===== config.mk =====
export PLATFORM = sky130hd
export DESIGN_NAME = bca_ctrl
export DESIGN_NICKNAME = d
export VERILOG_FILES = /design/src/rtl/core/bca_pkg.sv /design/src/rtl/core/bca_ctrl.sv
export SDC_FILE = /design/constraint.sdc
export NUM_CORES = 1
export LEC_CHECK = 0
export BUFFER_PORTS_ARGS = -buffer_cell sky130_fd_sc_hd__buf_2
export CAP_MARGIN = 20
export CORE_AREA = 2 2 39 41
export CTS_CLUSTER_DIAMETER = 200
export DETAILED_ROUTE_END_ITERATION = 10
export DIE_AREA = 0 0 41 43
export PLACE_DENSITY = 0.68
export SLEW_MARGIN = 10
export SYNTH_ARGS = -nofsm -noshare
export SYNTH_HDL_FRONTEND = slang
export SYNTH_SLANG_ARGS = --single-unit

===== constraint.sdc =====
create_clock -name aclk -period 1.5 [get_ports aclk]
set_input_delay 0.075 -clock aclk [delete_from_list [all_inputs] [get_ports aclk]]
set_output_delay 0.075 -clock aclk [all_outputs]
set_load 0.03 [all_outputs]

===== src/rtl/core/bca_pkg.sv =====
`timescale 1ns / 1ps

package bca_pkg;

    localparam int CFG_W     = 13;
    localparam int OP_W      = 2;
    localparam int CLUSTER_W = 12;
    localparam int STATUS_W  = 2;
    localparam int TDATA_W   = 16;

    localparam int CFG_RESET = 4096;
    localparam int MIN_COUNT = 4;
    localparam int FIRST_FREE = 3;

    localparam int WORD_W = 8;
    localparam int BIT_W  = 3;
    localparam logic [WORD_W-1:0] FIRST_WORD = 8'hf8;
    localparam logic [WORD_W-1:0] FULL_WORD  = 8'hff;

    typedef enum logic [OP_W-1:0] {
        OP_ALLOC   = 2'd0,
        OP_RELEASE = 2'd1,
        OP_FORMAT  = 2'd2,
        OP_NOP     = 2'd3
    } opcode_t;

    typedef enum logic [STATUS_W-1:0] {
        STS_OK     = 2'd0,
        STS_FULL   = 2'd1,
        STS_REJECT = 2'd2
    } status_t;

    typedef enum logic [3:0] {
        S_INIT,
        S_IDLE,
        S_DECODE,
        S_CLEAR,
        S_SCAN_RD,
        S_SCAN_CHK,
        S_REL_RD,
        S_REL_WR,
        S_OUT
    } state_t;

    typedef struct packed {
        logic    item_load;
        logic    clear_start;
        logic    clear_write;
        logic    scan_read;
        logic    scan_next;
        logic    phase_b;
        logic    alloc_commit;
        logic    rel_read;
        logic    rel_write;
        logic    res_set;
        logic    res_alloc;
        status_t res_status;
        logic    out_load;
    } dp_cmd_t;

    typedef struct packed {
        opcode_t op;
        logic    rel_ok;
        logic    hit;
        logic    word_last;
        logic    in_phase_b;
        logic    b_empty;
        logic    clear_last;
        logic    out_free;
    } dp_stat_t;

endpackage


===== src/rtl/core/bca_ctrl.sv =====
`timescale 1ns / 1ps

module bca_ctrl (
    input  logic              aclk,
    input  logic              aresetn,
    input  logic              s_tvalid,
    output logic              s_tready,
    input  bca_pkg::dp_stat_t stat,
    output bca_pkg::dp_cmd_t  cmd
);

    bca_pkg::state_t state_reg;
    bca_pkg::state_t state_next;

    always_ff @(posedge aclk) begin
        if (!aresetn) begin
            state_reg <= bca_pkg::S_INIT;
        end else begin
            state_reg <= state_next;
        end
    end

    always_comb begin
        cmd        = '0;
        state_next = state_reg;
        s_tready   = 1'b0;
        unique case (state_reg)
            bca_pkg::S_INIT: begin
                cmd.clear_write = 1'b1;
                if (stat.clear_last) begin
                    state_next = bca_pkg::S_IDLE;
                end
            end
            bca_pkg::S_IDLE: begin
                s_tready = 1'b1;
                if (s_tvalid) begin
                    cmd.item_load = 1'b1;
                    state_next    = bca_pkg::S_DECODE;
                end
            end
            bca_pkg::S_DECODE: begin
                unique case (stat.op)
                    bca_pkg::OP_ALLOC: begin
                        state_next = bca_pkg::S_SCAN_RD;
                    end
                    bca_pkg::OP_RELEASE: begin
                        if (stat.rel_ok) begin
                            state_next = bca_pkg::S_REL_RD;
                        end else begin
                            cmd.res_set    = 1'b1;
                            cmd.res_status = bca_pkg::STS_REJECT;
                            state_next     = bca_pkg::S_OUT;
                        end
                    end
                    bca_pkg::OP_FORMAT: begin
                        cmd.clear_start = 1'b1;
                        state_next      = bca_pkg::S_CLEAR;
                    end
                    default: begin
                        cmd.res_set    = 1'b1;
                        cmd.res_status = bca_pkg::STS_OK;
                        state_next     = bca_pkg::S_OUT;
                    end
                endcase
            end
            bca_pkg::S_CLEAR: begin
                cmd.clear_write = 1'b1;
                if (stat.clear_last) begin
                    cmd.res_set    = 1'b1;
                    cmd.res_status = bca_pkg::STS_OK;
                    state_next     = bca_pkg::S_OUT;
                end
            end
            bca_pkg::S_SCAN_RD: begin
                cmd.scan_read = 1'b1;
                state_next    = bca_pkg::S_SCAN_CHK;
            end
            bca_pkg::S_SCAN_CHK: begin
                if (stat.hit) begin
                    cmd.alloc_commit = 1'b1;
                    cmd.res_set      = 1'b1;
                    cmd.res_alloc    = 1'b1;
                    cmd.res_status   = bca_pkg::STS_OK;
                    state_next       = bca_pkg::S_OUT;
                end else if (!stat.word_last) begin
                    cmd.scan_next = 1'b1;
                    state_next    = bca_pkg::S_SCAN_RD;
                end else if (!stat.in_phase_b && !stat.b_empty) begin
                    cmd.phase_b = 1'b1;
                    state_next  = bca_pkg::S_SCAN_RD;
                end else begin
                    cmd.res_set    = 1'b1;
                    cmd.res_status = bca_pkg::STS_FULL;
                    state_next     = bca_pkg::S_OUT;
                end
            end
            bca_pkg::S_REL_RD: begin
                cmd.rel_read = 1'b1;
                state_next   = bca_pkg::S_REL_WR;
            end
            bca_pkg::S_REL_WR: begin
                cmd.rel_write  = 1'b1;
                cmd.res_set    = 1'b1;
                cmd.res_status = bca_pkg::STS_OK;
                state_next     = bca_pkg::S_OUT;
            end
            bca_pkg::S_OUT: begin
                if (stat.out_free) begin
                    cmd.out_load = 1'b1;
                    state_next   = bca_pkg::S_IDLE;
                end
            end
            default: begin
                state_next = bca_pkg::S_IDLE;
            end
        endcase
    end

`ifndef SYNTHESIS
    a_accept_decode: assert property (@(posedge aclk) disable iff (!aresetn)
        (s_tvalid && s_tready) |=> (state_reg == bca_pkg::S_DECODE))
        else $error("accepted word not decoded in the following cycle");

    a_result_once: assert property (@(posedge aclk) disable iff (!aresetn)
        cmd.out_load |=> (state_reg == bca_pkg::S_IDLE) && !cmd.out_load)
        else $error("result loaded twice for one word");

    a_scan_after_read: assert property (@(posedge aclk) disable iff (!aresetn)
        (state_reg == bca_pkg::S_SCAN_CHK) |-> $past(cmd.scan_read))
        else $error("bitmap word checked without a preceding read");
`endif

endmodule


* Word level (Yosys, flattened, before mapping) *
Index checks and enable logic that the tools add are counted.

word-level totals
  input bits = 12
  word-level logic and storage cells = 64
  output and inout bits = 15
  register bits after elaboration = 4

operators by class
  eq/ne operators = 14
  reductions and logical operators = 8
  muxes and demuxes = 41

operator list
  cell                                                 number
  one-hot mux 4 bit (9 select lines)                   1
  two-way mux 4 bit                                    8
  two-way mux 1 bit                                    24
  equality test 4 x 3 -> 1 bit, second input constant  4
  one-hot mux 4 bit (3 select lines)                   1
  equality test 4 x 2 -> 1 bit, second input constant  2
  != test 2 bit, second input constant                 4
  two-way mux 2 bit                                    3
  equality test 4 x 1 -> 1 bit, second input constant  1
  equality test 4 bit, second input constant           1
  zero test 4 bit                                      1
  one-hot mux 1 bit (4 select lines)                   1
  one-hot mux 2 bit (2 select lines)                   1
  AND reduction 4 bit                                  1
  OR reduction 2 bit                                   2
  two-way mux 3 bit                                    1
  equality test 2 x 1 -> 1 bit, second input constant  1
  equality test 2 bit, second input constant           1
  zero test 1 bit                                      2
  zero test 2 bit                                      1
  one-hot mux 1 bit (2 select lines)                   1
  logical AND 1 bit                                    1

* Depth between registers and ports, before layout *
  word-level depth = 6
  depth in mapped cells = 5
  depth with buffers taken out = 4

* Worst setup path before layout *
No wires, ideal clock.

  path type = reg-to-output
  start = reg state_reg[3]
  end = out cmd[2] (netlist bit)
  arrival = 1669 ps
  buffers on the path = 1
  path slack = -244 ps
  stages on the path, launching flop included = 4
  cell sequence = dfxtp_1 > or2_0 > clkbuf_1 > nor4_1

RTL lines
  what                    line            RTL
  start, declared         bca_ctrl.sv:12  bca_pkg::state_t state_reg;
  start signal, assigned  bca_ctrl.sv:17  state_reg <= bca_pkg::S_INIT;
  start signal, assigned  bca_ctrl.sv:19  state_reg <= state_next;
  end, declared           bca_ctrl.sv:9   output bca_pkg::dp_cmd_t cmd

==> metrics.csv <==
stage,metric,value,unit
synth,mapped cell area,457,um^2
setup_path,reg2reg end,state_reg[3],
detailed_routing,Via density,5.41,
setup_path,CP cell instances,and4bb_4 -> nand2b_4 -> nor4b_4 -> buf_4,
setup_path,CP Class,reg -> out,
setup_path,Worst Path Max Fanout,4,
min_path,worst hold path class,in -> reg,
setup_path,Worst path slowest cell,and4bb_4,
place,port buffer count,26,
cts,clock-pin slew on the worst setup and hold paths,0.04,ns
power_and_ir_drop,LEAKAGE,0.345,nW
synth,Syn Inst Count,59,
sta,Worst Skew,0.00572,ns
synth,Post-Synth XOR/XNOR Area,1.92,%
sta,Rel. slew slack,78.5,%
cts,clock buffer count from CTS,3,
die,num rows,14,
synth,Post-Synth Simple-Gate Area,47.4,%
sta,fmax,671,MHz
die,Initial Util,33.0,%
sta,final max-slew violation count,0,
cts,clk sinks,4,
sta,setup violators final,0,
setup_path,Critical path origin,state_reg[1],
detailed_routing,Final ANT Viol Nets,0,
synth,post-synthesis mux area share,0,%
synth,synthesis warning total,0,
sta,post-layout min period,1.49,ns
sta,Fin. Hold Viols,0,
cts,CTS Hold Bufs,0,
global_route,grt ovf,0,
setup_path,RR Startpoint,state_reg[0],
die,io pins,27,
setup_path,critical path's largest stage delay,0.36,ns
synth,sequential share of the synthesized area,17.5,%
power_and_ir_drop,Peak VDD IR,426,uV
global_route,largest net degree at the start of global routing,12,
sta,worst-margin pin slew,0.321,ns
die,Die Footprint,1760,um^2
global_route,GRT Total Usage,14.5,%
sta,worst hold slack,0.0898,ns
setup_path,Reg2Reg Depth,6,
synth,Post-synth EDFFs,0,
cts,H-tree levels,1,
layout,Non-Filler Instances,107,
detailed_routing,drt pass-1 iters,5,
synth,Adder-Cell Fraction of Synth Area,0,%
setup_path,R2R setup slack,0.10,ns
layout,Util after Layout,52.4,%
layout,share of layout cells above drive strength 1,58.2,%
sta,final worst path period share,99.4,%
detailed_routing,Routed WL,1420,um
setup_path,Critical path destination,cmd[8],
place,dpl cells,101,
detailed_routing,metal2 WL,781,um
synth,Most used DFF post-synth,dfxtp_1,
place,Detailed Place HPWL,1020,um
layout,"most common cell after layout, fill and taps aside",buf_2,
synth,Compound-Gate Fraction of Synth Area,21.6,%
synth,"FF+latch count, synth",4,
detailed_routing,initial DRC count,13,
run,max-cap violation count,0,
die,Chip Width,41,um
detailed_routing,top layer in use,met4,
sta,RSZ-0062 raised after global routing,true,
detailed_routing,Metal-1 WL,503,um
layout,area delta synth->final,58.9,%
detailed_routing,routed wl met3,109,um
synth,syn_nets,71,
place,Placer Congestion,0.762,
cts,clk buf depth,2,
global_route,global-route wire length before repair,1700,um
power_and_ir_drop,PwrDens,863,nW/um^2
setup_path,WP data required,1.42,ns
cts,clk root buf,clkbuf_4,
detailed_routing,total number of vias,579,
cts,clock latency on the worst-skew pair,0.24,ns
layout,fin nets,105,
global_route,vias in the first global route,430,
setup_path,nature of the critical path endpoint,output pin,
die,DIE HEIGHT,43,um
detailed_routing,drt drc,0,
synth,"FFs w/ async S/R, synth",0,%
global_route,initial antenna violation count,0,
setup_path,WP data arrival,1.42,ns
synth,synth unique cells,37,
detailed_routing,wire per inst,13.3,um
cts,CTS tree,yes,
sta,Final TNS setup,0,ns
sta,PnR worst setup slack,0.00875,ns
layout,max FFs per register,4,
synth,average size of a mapped cell,7.74,um^2
die,total core area,1380,um^2
place,DP Worst Slack,0.207,ns
layout,ANT cells,0,
layout,most frequent cells in the layout,"buf_2, buf_4, nor2_1, nor3_1, nand2b_1",
run_status,status,completed,
setup_path,Worst setup SP type,register,
synth,main combinational cell family by area after synthesis,simple AND/OR/NAND/NOR gates,
[cells by family (layout without fill, tap and decap cells)]
logic type | after synthesis | count (layout)
compound gates | 13 | 13
xor+xnor | 1 | 1
buf+inv | 9 | 41
flops | 4 | 4
simple gates | 32 | 32
[metal layers]
| metal | track usage, % | vias up |
|---|---|---|
| met5 | 0 | - |
| met4 | 6.00 | 0 |
| met3 | 6.28 | 2 |
| met2 | 24.4 | 35 |
| met1 | 14.7 | 261 |
| li1 | - | 281 |
[metrics by stage]
stage	instance area, um^2	power, mW
global placement	648	0.446
finish	726	0.626
detailed placement	648	0.450
CTS	681	0.598
floorplan	495	0.361
global route	726	0.667
[layout make-up]
type,count,area [um^2]
flip-flops and latches,4,83.8
clock buffers,3,22.5
inverters,4,17.5
multi-input cells,46,377
repair buffers,34,205
well taps,16,20.0
fillers,139,658
[power breakdown]
| group | total (mW) | switching (mW) | internal [mW] |
|---|---|---|---|
| clock | 0.140 | 0.0503 | 0.0899 |
| sequential | 0.138 | 0.0144 | 0.123 |
| combinational | 0.348 | 0.204 | 0.145 |
[repair_timing]
| action | CTS | global route |
|---|---|---|
| endpoints found under the setup margin | 4 | 4 |
| pin swaps | 0 | 3 |
| resized for setup | 4 | 9 |
| buffers inserted | 0 | 3 |
| hold endpoints to repair | 0 | 0 |
[cell usage after synthesis, types with 2 or more instances]
cell / instances / area [um^2]
dfxtp_1: 4 / 80.1
nand2_1: 3 / 11.3
nor2_1: 4 / 15.0
nor2b_1: 2 / 12.5
inv_1: 2 / 7.51
o21a_1: 2 / 15.0
nand2b_1: 4 / 25.0
nor3_1: 4 / 20.0
nor4_1: 3 / 18.8
a31oi_1: 3 / 18.8
and2_1: 2 / 12.5
[worst min path at each step]
stage | from | end | slack (ns) | cells past startpoint
floorplan | aresetn | state_reg[1] | 0.19 | 2
finish | aresetn | state_reg[1] | 0.09 | 3
global route | aresetn | state_reg[0] | 0.10 | 3
detailed placement | aresetn | state_reg[3] | 0.34 | 2
global placement | aresetn | state_reg[2] | 0.35 | 2
CTS | aresetn | state_reg[1] | 0.09 | 3
[critical path, delay by kind of cell, from the launching register on]
| kind | cells | cell delay, ns |
|---|---|---|
| AND/OR/NAND/NOR | 3 | 0.65 |
| buffers and inverters | 1 | 0.20 |
| flip-flops | 1 | 0.32 |
Power figures use the tool's default switching activity.
